`config.mk`:
```
export PLATFORM = sky130hd
export DESIGN_NAME = handlebar_button_steer_qualifier
export DESIGN_NICKNAME = d
export VERILOG_FILES = /design/src/design/hbsq_pkg.sv /design/src/design/handlebar_button_steer_qualifier.sv /design/src/design/hbsq_btn.sv /design/src/design/hbsq_div.sv
export SDC_FILE = /design/constraint.sdc
export NUM_CORES = 1
export LEC_CHECK = 0
export BUFFER_PORTS_ARGS = -buffer_cell sky130_fd_sc_hd__buf_2
export CAP_MARGIN = 20
export CORE_MARGIN = 3
export CORE_UTILIZATION = 54
export CTS_BUF_LIST = sky130_fd_sc_hd__clkbuf_4 sky130_fd_sc_hd__clkbuf_8 sky130_fd_sc_hd__clkbuf_16
export DETAILED_ROUTE_END_ITERATION = 7
export PLACE_DENSITY = 0.71
export SETUP_SLACK_MARGIN = 0.05
export SLEW_MARGIN = 20
export SYNTH_ARGS = -nofsm -noshare
export SYNTH_HDL_FRONTEND = slang
export SYNTH_SLANG_ARGS = --single-unit
export TNS_END_PERCENT = 100
```
`constraint.sdc`:
```
create_clock -name clk -period 10.3 [get_ports clk]
set_input_delay 0.515 -clock clk [delete_from_list [all_inputs] [get_ports clk]]
set_output_delay 0.515 -clock clk [all_outputs]
set_load 0.005 [all_outputs]
```
`src/design/hbsq_pkg.sv`:
```
// hbsq_pkg: shared types, constants and register indexes for the
// handlebar button and steering qualifier; no dependencies
`default_nettype none

package hbsq_pkg;

  // default parameter values
  localparam int DEFAULT_COUNT_LIMIT     = 100;
  localparam int DEFAULT_DRIFT_FRAC_BITS = 8;

  // fixed widths
  localparam int CNT_W   = 7;
  localparam int CALIB_W = 6;
  localparam int DEN_W   = 7;

  // constants
  localparam logic [7:0]         IDLE_BUTTONS = 8'hf0;
  localparam logic [CNT_W-1:0]   REPEAT_AFTER = 7'd5;
  localparam logic [CNT_W-1:0]   SINGLE_AFTER = 7'd4;
  localparam logic [7:0]         CENTRE_RESET = 8'd128;
  localparam logic [CALIB_W-1:0] CALIB_MAX    = 6'd63;
  localparam logic [DEN_W-1:0]   DRIFT_DIV    = 7'd10;

  // register indexes
  localparam logic [2:0] REG_PLUS_MASK     = 3'd0;
  localparam logic [2:0] REG_MINUS_MASK    = 3'd1;
  localparam logic [2:0] REG_ENTER_MASK    = 3'd2;
  localparam logic [2:0] REG_CANCEL_MASK   = 3'd3;
  localparam logic [2:0] REG_CALIB_SAMPLES = 3'd4;
  localparam logic [2:0] REG_ACTIVE_LIMIT  = 3'd5;
  localparam logic [2:0] REG_NEAR_BAND     = 3'd6;
  localparam logic [2:0] REG_FAR_BAND      = 3'd7;

  // register reset values
  localparam logic [7:0]         RST_PLUS_MASK     = 8'h10;
  localparam logic [7:0]         RST_MINUS_MASK    = 8'h20;
  localparam logic [7:0]         RST_ENTER_MASK    = 8'h40;
  localparam logic [7:0]         RST_CANCEL_MASK   = 8'h80;
  localparam logic [CALIB_W-1:0] RST_CALIB_SAMPLES = 6'd50;
  localparam logic [CNT_W-1:0]   RST_ACTIVE_LIMIT  = 7'd75;
  localparam logic [CNT_W-1:0]   RST_NEAR_BAND     = 7'd10;
  localparam logic [CNT_W-1:0]   RST_FAR_BAND      = 7'd20;

  typedef struct packed {
    logic [7:0] plus_mask;
    logic [7:0] minus_mask;
    logic [7:0] enter_mask;
    logic [7:0] cancel_mask;
  } btn_cfg_t;

  typedef struct packed {
    logic up;
    logic down;
    logic start;
    logic lap;
    logic stop;
  } btn_req_t;

  typedef struct packed {
    logic busy;
    logic done;
  } div_stat_t;

endpackage

`default_nettype wire

```
`src/design/handlebar_button_steer_qualifier.sv`:
```
// handlebar_button_steer_qualifier: poll sample qualifier, top level
// sequence: capture, evaluate, divide when the steering path divides, result;
// the divider takes one bit per cycle
// in_stall holds off a new request until the previous result is registered
// reset: registers to defaults, counters to zero, centre 128, drift 128.0
// depends on hbsq_pkg, hbsq_btn, hbsq_div
`default_nettype none

module handlebar_button_steer_qualifier #(
  parameter int COUNT_LIMIT     = hbsq_pkg::DEFAULT_COUNT_LIMIT,
  parameter int DRIFT_FRAC_BITS = hbsq_pkg::DEFAULT_DRIFT_FRAC_BITS
) (
  input  wire              clk,
  input  wire              rst,
  input  wire              cfg_write,
  input  wire  [2:0]       cfg_index,
  input  wire  [7:0]       cfg_data,
  input  wire              in_valid,
  output logic             in_stall,
  input  wire  [7:0]       button_bits,
  input  wire  [7:0]       steer_sample,
  input  wire              calibrating_flag,
  input  wire              session_running,
  input  wire              session_paused,
  output logic             out_valid,
  input  wire              out_stall,
  output logic             intensity_up,
  output logic             intensity_down,
  output logic             start_request,
  output logic             lap_request,
  output logic             stop_request,
  output logic             scroll_valid,
  output logic signed [2:0] scroll_step,
  output logic [7:0]       centre_value
);
  import hbsq_pkg::*;

  localparam int DRIFT_W = 8 + DRIFT_FRAC_BITS;
  localparam int NUM_W   = DRIFT_W + 4;
  localparam logic [DRIFT_W:0] ONE = (DRIFT_W+1)'(1) << DRIFT_FRAC_BITS;

  localparam logic [2:0] S_IDLE = 3'd0;
  localparam logic [2:0] S_EVAL = 3'd1;
  localparam logic [2:0] S_DIV  = 3'd2;
  localparam logic [2:0] S_DONE = 3'd3;

  // configuration
  btn_cfg_t           bcfg;
  logic [CALIB_W-1:0] calib_samples;
  logic [CNT_W-1:0]   active_limit;
  logic [CNT_W-1:0]   near_band;
  logic [CNT_W-1:0]   far_band;

  // state
  logic [2:0]         state;
  logic [CALIB_W-1:0] calib_count;
  logic [CNT_W-1:0]   offcentre_count;
  logic [7:0]         centre_reg;
  logic [DRIFT_W-1:0] drift_reg;

  // captured request
  logic [7:0] btn_in;
  logic [7:0] steer;
  logic       calf;
  logic       run;
  logic       pau;

  // pending result
  btn_req_t         p_btn;
  logic             p_svalid;
  logic signed [2:0] p_step;
  logic             mode_avg;

  btn_req_t   breq;
  div_stat_t  div_stat;
  logic [NUM_W-1:0] quot;
  logic [NUM_W-1:0] div_num;
  logic [DEN_W-1:0] div_den;
  logic             div_start;

  // eval logic
  logic               calibrated;
  logic               off_ok;
  logic               recal;
  logic [7:0]         c_base;
  logic [CALIB_W-1:0] cc_base;
  logic [CALIB_W-1:0] cc_new;
  logic [13:0]        avg_prod;
  logic [8:0]         s9;
  logic [8:0]         c9;
  logic               right_near;
  logic               right_far;
  logic               left_near;
  logic               left_far;

  // drift result
  logic [DRIFT_W-1:0] drift_new;
  logic [DRIFT_W:0]   dn_ext;
  logic [DRIFT_W:0]   cs_ext;
  logic               re_centre;

  logic out_free;

  hbsq_btn #(
    .COUNT_LIMIT(COUNT_LIMIT)
  ) u_btn (
    .clk     (clk),
    .rst     (rst),
    .update  ((state == S_EVAL) && !calf),
    .buttons (btn_in),
    .running (run),
    .paused  (pau),
    .cfg     (bcfg),
    .req     (breq)
  );

  hbsq_div #(
    .NUM_W(NUM_W)
  ) u_div (
    .clk   (clk),
    .rst   (rst),
    .start (div_start),
    .numer (div_num),
    .denom (div_den),
    .quot  (quot),
    .stat  (div_stat)
  );

  assign in_stall = (state != S_IDLE);
  assign out_free = !out_valid || !out_stall;

  assign calibrated = (calib_count > calib_samples);
  assign off_ok     = (offcentre_count < active_limit);
  assign recal      = !off_ok;
  assign c_base     = recal ? CENTRE_RESET : centre_reg;
  assign cc_base    = recal ? '0 : calib_count;
  assign cc_new     = (cc_base < CALIB_MAX) ? cc_base + 6'd1 : cc_base;
  assign avg_prod   = 14'(c_base) * 14'(cc_new);

  assign s9         = 9'(steer);
  assign c9         = 9'(centre_reg);
  assign right_near = s9 > c9 + 9'(near_band);
  assign right_far  = s9 > c9 + 9'(far_band);
  assign left_near  = s9 + 9'(near_band) < c9;
  assign left_far   = s9 + 9'(far_band) < c9;

  assign drift_new = quot[DRIFT_W-1:0];
  assign dn_ext    = (DRIFT_W+1)'(drift_new);
  assign cs_ext    = (DRIFT_W+1)'(centre_reg) << DRIFT_FRAC_BITS;
  assign re_centre = (dn_ext > cs_ext + ONE) || (cs_ext > dn_ext + ONE);

  always_comb begin
    div_start = 1'b0;
    div_num   = '0;
    div_den   = DRIFT_DIV;
    if (state == S_EVAL && !calf) begin
      if (calibrated && off_ok) begin
        div_den = DRIFT_DIV;
        div_num = (NUM_W'(drift_reg) << 3) + NUM_W'(drift_reg)
                + (NUM_W'(steer) << DRIFT_FRAC_BITS);
        div_start = !right_near && !left_near;
      end else begin
        div_den   = DEN_W'(cc_new) + 7'd1;
        div_num   = NUM_W'(avg_prod) + NUM_W'(steer);
        div_start = (steer != 8'd0);
      end
    end
  end

  // configuration writes
  always_ff @(posedge clk) begin
    if (rst) begin
      bcfg.plus_mask   <= RST_PLUS_MASK;
      bcfg.minus_mask  <= RST_MINUS_MASK;
      bcfg.enter_mask  <= RST_ENTER_MASK;
      bcfg.cancel_mask <= RST_CANCEL_MASK;
      calib_samples    <= RST_CALIB_SAMPLES;
      active_limit     <= RST_ACTIVE_LIMIT;
      near_band        <= RST_NEAR_BAND;
      far_band         <= RST_FAR_BAND;
    end else if (cfg_write) begin
      unique case (cfg_index)
        REG_PLUS_MASK:     bcfg.plus_mask   <= cfg_data;
        REG_MINUS_MASK:    bcfg.minus_mask  <= cfg_data;
        REG_ENTER_MASK:    bcfg.enter_mask  <= cfg_data;
        REG_CANCEL_MASK:   bcfg.cancel_mask <= cfg_data;
        REG_CALIB_SAMPLES: calib_samples    <= cfg_data[CALIB_W-1:0];
        REG_ACTIVE_LIMIT:  active_limit     <= cfg_data[CNT_W-1:0];
        REG_NEAR_BAND:     near_band        <= cfg_data[CNT_W-1:0];
        REG_FAR_BAND:      far_band         <= cfg_data[CNT_W-1:0];
      endcase
    end
  end

  // capture
  always_ff @(posedge clk) begin
    if (state == S_IDLE && in_valid) begin
      btn_in <= button_bits;
      steer  <= steer_sample;
      calf   <= calibrating_flag;
      run    <= session_running;
      pau    <= session_paused;
    end
  end

  // sequencer and steering state
  always_ff @(posedge clk) begin
    if (rst) begin
      state           <= S_IDLE;
      calib_count     <= '0;
      offcentre_count <= '0;
      centre_reg      <= CENTRE_RESET;
      drift_reg       <= DRIFT_W'(CENTRE_RESET) << DRIFT_FRAC_BITS;
      out_valid       <= 1'b0;
    end else begin
      if (out_valid && !out_stall) begin
        out_valid <= 1'b0;
      end
      unique case (state)
        S_IDLE: begin
          if (in_valid) begin
            state <= S_EVAL;
          end
        end
        S_EVAL: begin
          p_btn    <= calf ? '0 : breq;
          p_svalid <= 1'b0;
          p_step   <= 3'sd0;
          state    <= div_start ? S_DIV : S_DONE;
          if (!calf) begin
            if (calibrated && off_ok) begin
              mode_avg <= 1'b0;
              if (right_near) begin
                p_svalid        <= 1'b1;
                p_step          <= right_far ? 3'sd2 : 3'sd1;
                offcentre_count <= offcentre_count + 7'd1;
              end else if (left_near) begin
                p_svalid        <= 1'b1;
                p_step          <= left_far ? -3'sd2 : -3'sd1;
                offcentre_count <= offcentre_count + 7'd1;
              end else begin
                offcentre_count <= '0;
              end
            end else begin
              mode_avg <= 1'b1;
              if (recal) begin
                p_svalid        <= 1'b1;
                offcentre_count <= '0;
                calib_count     <= '0;
                centre_reg      <= CENTRE_RESET;
              end
              if (steer != 8'd0) begin
                calib_count <= cc_new;
              end
            end
          end
        end
        S_DIV: begin
          if (div_stat.done) begin
            state <= S_DONE;
            if (mode_avg) begin
              centre_reg <= quot[7:0];
              drift_reg  <= DRIFT_W'(quot[7:0]) << DRIFT_FRAC_BITS;
            end else begin
              drift_reg <= drift_new;
              if (re_centre) begin
                centre_reg <= drift_new[DRIFT_W-1:DRIFT_FRAC_BITS];
              end
            end
          end
        end
        S_DONE: begin
          if (out_free) begin
            out_valid <= 1'b1;
            state     <= S_IDLE;
          end
        end
        default: state <= S_IDLE;
      endcase
    end
  end

  // output register
  always_ff @(posedge clk) begin
    if (state == S_DONE && out_free) begin
      intensity_up   <= p_btn.up;
      intensity_down <= p_btn.down;
      start_request  <= p_btn.start;
      lap_request    <= p_btn.lap;
      stop_request   <= p_btn.stop;
      scroll_valid   <= p_svalid;
      scroll_step    <= p_step;
      centre_value   <= centre_reg;
    end
  end

  a_no_step_without_valid: assert property (@(posedge clk) disable iff (rst)
    out_valid |-> (scroll_valid || scroll_step == 3'sd0))
    else $error("scroll step without scroll valid");

  a_step_range: assert property (@(posedge clk) disable iff (rst)
    out_valid |-> (scroll_step != 3'sd3 && scroll_step != -3'sd3 && scroll_step != -3'sd4))
    else $error("scroll step out of range");

  a_div_done_in_div: assert property (@(posedge clk) disable iff (rst)
    div_stat.done |-> state == S_DIV)
    else $error("divider finished outside divide state");

  a_div_state_active: assert property (@(posedge clk) disable iff (rst)
    state == S_DIV |-> (div_stat.busy || div_stat.done))
    else $error("waiting on idle divider");

endmodule

`default_nettype wire

```
`src/design/hbsq_btn.sv`:
```
// hbsq_btn: release and hold counters and button request decode
// depends on hbsq_pkg
`default_nettype none

module hbsq_btn #(
  parameter int COUNT_LIMIT = hbsq_pkg::DEFAULT_COUNT_LIMIT
) (
  input  wire                  clk,
  input  wire                  rst,
  input  wire                  update,
  input  wire [7:0]            buttons,
  input  wire                  running,
  input  wire                  paused,
  input  wire hbsq_pkg::btn_cfg_t cfg,
  output hbsq_pkg::btn_req_t   req
);
  import hbsq_pkg::*;

  localparam logic [CNT_W-1:0] LIMIT = CNT_W'(COUNT_LIMIT);

  logic [CNT_W-1:0] release_count;
  logic [CNT_W-1:0] hold_count;
  logic [CNT_W-1:0] hold_next;
  logic             idle;
  logic             rep;
  logic             once;

  assign idle      = (buttons == IDLE_BUTTONS);
  assign hold_next = (hold_count < LIMIT) ? hold_count + 7'd1 : hold_count;
  assign rep       = (release_count != '0) || (hold_next > REPEAT_AFTER);
  assign once      = (release_count > SINGLE_AFTER);

  always_comb begin
    req = '0;
    if (!idle) begin
      req.up   = ((buttons & cfg.plus_mask) == 8'd0) && rep;
      req.down = ((buttons & cfg.minus_mask) == 8'd0) && rep;
      if (((buttons & cfg.enter_mask) == 8'd0) && once) begin
        if (!running || paused) begin
          req.start = 1'b1;
        end else begin
          req.lap = 1'b1;
        end
      end
      if (((buttons & cfg.cancel_mask) == 8'd0) && once && running) begin
        if (paused) begin
          req.stop = 1'b1;
        end else begin
          req.start = 1'b1;
        end
      end
    end
  end

  always_ff @(posedge clk) begin
    if (rst) begin
      release_count <= '0;
      hold_count    <= '0;
    end else if (update) begin
      if (idle) begin
        if (release_count < LIMIT) begin
          release_count <= release_count + 7'd1;
        end
        hold_count <= '0;
      end else begin
        hold_count    <= hold_next;
        release_count <= '0;
      end
    end
  end

endmodule

`default_nettype wire

```
`src/design/hbsq_div.sv`:
```
// hbsq_div: shared restoring divider, one quotient bit per cycle
// depends on hbsq_pkg
`default_nettype none

module hbsq_div #(
  parameter int NUM_W = 20
) (
  input  wire                         clk,
  input  wire                         rst,
  input  wire                         start,
  input  wire [NUM_W-1:0]             numer,
  input  wire [hbsq_pkg::DEN_W-1:0]   denom,
  output logic [NUM_W-1:0]            quot,
  output hbsq_pkg::div_stat_t         stat
);
  import hbsq_pkg::*;

  localparam int CW = $clog2(NUM_W + 1);

  logic [NUM_W-1:0] acc;
  logic [DEN_W-1:0] rem;
  logic [DEN_W-1:0] den;
  logic [CW-1:0]    cnt;
  logic             busy;
  logic             done;
  logic [DEN_W:0]   trial;
  logic             fit;

  assign trial = {rem, acc[NUM_W-1]};
  assign fit   = (trial >= {1'b0, den});
  assign quot  = acc;

  always_comb begin
    stat.busy = busy;
    stat.done = done;
  end

  always_ff @(posedge clk) begin
    if (rst) begin
      busy <= 1'b0;
      done <= 1'b0;
      cnt  <= '0;
    end else begin
      done <= 1'b0;
      if (start) begin
        busy <= 1'b1;
        cnt  <= CW'(NUM_W);
      end else if (busy) begin
        cnt <= cnt - CW'(1);
        if (cnt == CW'(1)) begin
          busy <= 1'b0;
          done <= 1'b1;
        end
      end
    end
  end

  always_ff @(posedge clk) begin
    if (start) begin
      acc <= numer;
      rem <= '0;
      den <= denom;
    end else if (busy) begin
      acc <= {acc[NUM_W-2:0], fit};
      if (fit) begin
        rem <= DEN_W'(trial - {1'b0, den});
      end else begin
        rem <= trial[DEN_W-1:0];
      end
    end
  end

endmodule

`default_nettype wire

```
-- Yosys cells after proc, flatten, opt, wreduce, memory -nomap -nowiden
Cells that the tools add are included.
- input bits: 35
- flip-flop bits (word level): 201
- output and inout bits: 19
- logic and storage cells: 216
- $add $sub $neg: 16
- muxes and demuxes: 55
- $lt $le $gt $ge: 14
- multipliers: 1
- reductions and logical operators: 55
- eq/ne operators: 20
- bitwise operators: 11
- operators by type and width (operator ; count):
    20-bit two-way mux ; 4
    7-bit two-way mux ; 9
    8-bit two-way mux ; 6
    8-bit by 7-bit adder with 9-bit output ; 4
    16-bit by 9-bit adder with 17-bit output (second input constant) ; 2
    16-bit by 17-bit greater-than comparator with 1-bit output ; 2
    8-bit AND ; 4
    8-bit zero test ; 4
    2-bit AND reduction ; 11
    7-bit by 1-bit adder with 7-bit output (second input constant) ; 3
    1-bit two-way mux ; 21
    19-bit by 16-bit adder with 20-bit output ; 1
    20-bit by 16-bit adder with 20-bit output ; 1
    8-bit by 9-bit greater-than comparator with 1-bit output ; 2
    9-bit by 8-bit less-than comparator with 1-bit output ; 2
    6-bit two-way mux ; 3
    16-bit two-way mux ; 1
    8-bit one-hot mux with 2 select lines ; 1
    14-bit by 8-bit adder with 15-bit output ; 1
    3-bit two-way mux ; 5
    7-bit by 3-bit greater-than comparator with 1-bit output (second input constant) ; 2
    7-bit less-than comparator (second input constant) ; 2
    8-bit by 6-bit multiplier with 14-bit output ; 1
    3-bit by 2-bit == test with 1-bit output (second input constant) ; 4
    other kinds (31) ; 76

-- Longest topological paths before layout
- depth in word-level cells: 9
- mapped depth: 25
- depth with buffers taken out: 24

-- Modules after synthesis
A second synthesis with hierarchy kept.
- cell total of the unflattened synthesis: 1542
- area, all modules: 14192.4 sq um
- by module, submodules not included (module ; area an instance (sq um) ; times used ; sequential area each (sq um) ; cells an instance):
    handlebar_button_steer_qualifier ; 11068.1 ; 1 ; 3363.2 ; 1242
    hbsq_div ; 2079.5 ; 1 ; 1091.0 ; 172
    hbsq_btn ; 1044.8 ; 1 ; 280.3 ; 128

-- Least setup slack after synthesis
Ideal clock, no wire load.
- path type: register to register
- start point: register active_limit[5]
- end point: register u_div.acc[12], in the netlist u_div.quot[12] (data pin)
- cell stages (with the launch flop): 24
- required time: 10.038 ns
- setup time: 0.262 ns
- buffers on the path: 1
- slack: 4.228 ns
- period minus slack after synthesis: 6.072 ns
- arrival: 5.810 ns
- cells stage by stage: dfxtp_1 -> inv_1 -> ha_1 -> a2111oi_0 -> o21ai_1 -> nand2_1 -> clkbuf_1 -> nand2_1 -> or2_2 -> fa_1 -> fa_1 -> inv_1 -> fa_1 -> inv_1 -> fa_1 -> inv_1 -> ha_1 -> nand3_1 -> o22ai_1 -> o211ai_1 -> nor2_1 -> a2111oi_0 -> o22ai_1 -> mux2_1
- longest elaborated chain between the ends: 9
- elaborated cells on any way between the ends: 14
- classes of those cells: add/sub: 2; mul: 1; order compare: 2; mux: 8; reduce/logical: 1
- ends and longest elaborated chain (item ; RTL line ; RTL):
    from (decl) ; handlebar_button_steer_qualifier.sv:50 ; logic [CNT_W-1:0] active_limit;
    from (signal assigned) ; handlebar_button_steer_qualifier.sv:188 ; REG_ACTIVE_LIMIT: active_limit <= cfg_data[CNT_W-1:0];
    7-bit less-than comparator * ; handlebar_button_steer_qualifier.sv:133 ; assign off_ok = (offcentre_count < active_limit);
    6-bit two-way mux ; -- ;
    6-bit by 1-bit adder with 6-bit output or 6-bit less-than comparator (tied branches) ; handlebar_button_steer_qualifier.sv:137 ; assign cc_new = (cc_base < CALIB_MAX) ? cc_base + 6'd1 : cc_base;
    6-bit two-way mux ; handlebar_button_steer_qualifier.sv:137 ;
    8-bit by 6-bit multiplier with 14-bit output ; handlebar_button_steer_qualifier.sv:138 ; assign avg_prod = 14'(c_base) * 14'(cc_new);
    14-bit by 8-bit adder with 15-bit output ; handlebar_button_steer_qualifier.sv:164 ; div_num = NUM_W'(avg_prod) + NUM_W'(steer);
    20-bit two-way mux ; handlebar_button_steer_qualifier.sv:157 ; if (calibrated && off_ok) begin
    20-bit two-way mux ; handlebar_button_steer_qualifier.sv:156 ; if (state == S_EVAL && !calf) begin
    20-bit two-way mux * ; hbsq_div.sv:59 ; if (start) begin
    to (signal assigned) ; hbsq_div.sv:60 ; acc <= numer;
    to (signal assigned) ; hbsq_div.sv:64 ; acc <= {acc[NUM_W-2:0], fit};
    to (decl) ; hbsq_div.sv:20 ; logic [NUM_W-1:0] acc;
Every way passes the cells marked *; elsewhere a longest branch is shown, timed or not.
A chain may end at the register's enable or synchronous reset.

-- Final worst setup path
Ends and elaborated chain as after synthesis.

==> metrics <==
critical path fanouts, max=16; DIE AREA=27600 um^2; detailed-route vias per instance=6.04; CTS H-tree lvls=4; HP Class=in2reg; Post-synth EDFFs=73; crit end category=flip-flop; Critical Path RT=10.52 ns; Post-CTS Setup Bufs=0; die height=166 um; GRT overflow=0; Clock Latency Late Sink=0.46 ns; detailed placer's ending HPWL=26.9 mm; initial core utilization=55.9%; final setup vio count=0; Tmin final=7.04 ns; initial DRC count=834; clock root cell=clkbuf_16; placed cell area=14400 um^2; antenna cells=0; Worst EP arrival=7.25 ns; final setup skew=0.0206 ns; Power Total=2.63 mW; Synth async-reset ratio=0%; Yosys reg bits=200; TritonCTS Sinks=200; max FFs per register=32; RSZ-0062 raised after global routing=false; Final Hold Vio Count=0; Tcrit/Tclk final=68.3%; port buffer count=53; leakage=6.34 nW; IO Count=54; Layout Nets=1788; floorplan row count=57; antenna violations before repair=0; hold slack=0.222 ns; share of cells above drive strength 1=7.75%; Final Slew Violations=0; Final Instance Area=15000 um^2; WL per Instance=19.3 um; wirelength, routed=36.4 mm; fin util=60.7%; # resized after CTS=0; pwr/cell area=175 nW/um^2; Num CTS Buffers=17; Die Span X=166 um; Post-CTS Hold Fix Bufs=0; clk slew on worst S/H paths=0.10 ns; cell count after synthesis=1522; Tightest Pin Transition=1.09 ns; max-cap violations=0; GP Congestion=0.913; DRT Pass-1 Iters=6; Syn. warnings=0; Layout area overhead=8.56%; Post-DRT Antenna Nets=0; first-pass GRT wire length=58.8 mm; Worst VDD drop=0.0000966 V; register area share after synthesis=34.2%; total track usage=26.3%; maximum number of pins on one net before global-route repair=94; fillers=2096; fmax=142 MHz; Worst slew margin=27.6%; Crit Path Category=reg2reg; Worst setup SP type=flip-flop; number of global-route vias before repair=11100; clk buf depth=2; detailed-route DRC error count=0; status=complete, no violations; Main synth FF type=dfxtp_1; Mapped Area=13800 um^2; CTS tree=built; Post-Route Setup TNS=0 ns; Mapped Avg Cell Area=9.09 um^2; Yosys cell types=75; via count=11400; core area=24700 um^2; Synthesized Nets=1761
## per-layer routing
metal | up-vias | global-route usage, % | routed length, um
met4 | 0 | 7.99 | 901
li1 | 5483 | - | -
met3 | 68 | 3.76 | 2150
met1 | 5472 | 36.9 | 16500
met5 | - | 0 | 0
met2 | 363 | 42.4 | 16800
## critical path, cell delays in order, from the launching register on
cell and delay (ns):
dfxtp_1 0.34, inv_1 0.05, ha_1 0.31, a2111oi_0 0.43, o21ai_1 0.24, nand2_1 0.45, o211ai_1 0.44, or2_2 0.42
fa_1 0.48, fa_1 0.56, inv_1 0.06, fa_1 0.53, inv_1 0.05, fa_1 0.50, inv_1 0.04, ha_1 0.25
a211oi_1 0.26, nand2_1 0.09, o211ai_1 0.31, nor2_1 0.09, a2111oi_0 0.47, o22ai_1 0.15, mux2_1 0.30
## synthesized netlist by cell type, types with 4 or more instances
cell type	instances	share of area [%]
and3_1	8	0.36
inv_1	102	2.8
xor2_1	25	1.6
nand3b_1	11	0.60
nor3_1	27	0.98
ha_1	160	14
edfxtp_1	73	16
o21bai_1	8	0.43
nand4_1	22	1.0
o2bb2ai_1	7	0.44
a21o_1	19	1.0
and2_1	5	0.23
a21oi_1	121	4.4
a211oi_1	22	1.2
nor2b_1	13	0.59
o21ai_0	52	1.9
fa_1	44	6.4
a211o_1	5	0.32
mux2_1	6	0.49
or2_2	12	0.54
o21a_1	18	0.98
nand2b_1	15	0.68
nor4b_1	4	0.25
nand2_1	166	4.5
xnor2_1	46	2.9
o31ai_1	6	0.33
dfxtp_1	127	18
o2111ai_1	4	0.25
clkbuf_1	38	1.0
o211ai_1	14	0.76
nand3_1	41	1.5
a31oi_1	10	0.45
or3_1	7	0.32
a22oi_1	15	0.81
nor4_1	14	0.63
nor2_1	151	4.1
buf_1	9	0.24
mux2i_1	29	2.1
a2bb2oi_1	5	0.32
## final timing paths
kind	end	cells after the start	slack, ns	from
worst max-delay path	u_div.quot[12]	22	3.26	active_limit[5]
worst min-delay path	btn_in[0]	1	0.22	button_bits[0]
worst max register to register	u_div.quot[12]	22	3.26	active_limit[5]
worst min register to register	lap_request	0	0.42	p_btn[1]
## area by class of cell
cell class	count	area [um^2]	share of cell area (%)
Sequential cell	200	4730	31.5
Tap cell	324	405	2.70
Clock inverter	15	239	1.59
Inverter	104	390	2.60
Clock buffer	17	425	2.83
Multi-Input combinational cell	1166	8500	56.6
Timing Repair Buffer	60	320	2.13
## metrics by stage
step                instances  worst slack, ns
floorplan                1522             4.23
global placement         1854             3.71
detailed placement       1854             3.41
CTS                      1886             3.39
global route             1886             2.89
finish                   1886             3.26
## power by group
part	leakage (nW)	internal, mW	switching [mW]
combinational	4.32	0.320	0.460
clock	0.320	0.351	0.399
sequential	1.70	0.952	0.150
## kinds of logic (layout without fill, tap and decap cells)
kind of cell    after synthesis  in the layout  share of synthesized area [%]
compound gates              347            347                           16.2
xor+xnor                     71             71                           4.50
fa+ha+maj                   204            204                           20.8
buf+inv                     156            196                           4.37
flops                       200            200                           34.2
mux                          36             36                           2.67
simple gates                508            508                           17.2
## cell usage in the layout, fill, tap and decap left out, types with 8 or more instances in the layout
master     synthesis  layout
a211oi_1          22      22
a21o_1            19      19
a21oi_1          121     121
a22oi_1           15      15
a31oi_1           10      10
and3_1             8       8
buf_2              3      52
buf_4              0       8
clkbuf_16          0      17
dfxtp_1          127     127
edfxtp_1          73      73
fa_1              44      44
ha_1             160     160
inv_1            102     102
mux2i_1           29      29
nand2_1          166     166
nand2b_1          15      15
nand3_1           41      41
nand3b_1          11      11
nand4_1           22      22
nor2_1           151     151
nor2b_1           13      13
nor3_1            27      27
nor4_1            14      14
o211ai_1          14      14
o21a_1            18      18
o21ai_0           52      52
o21bai_1           8       8
or2_2             12      12
xnor2_1           46      46
xor2_1            25      25
No activity file was read; power rests on OpenSTA's default activity.
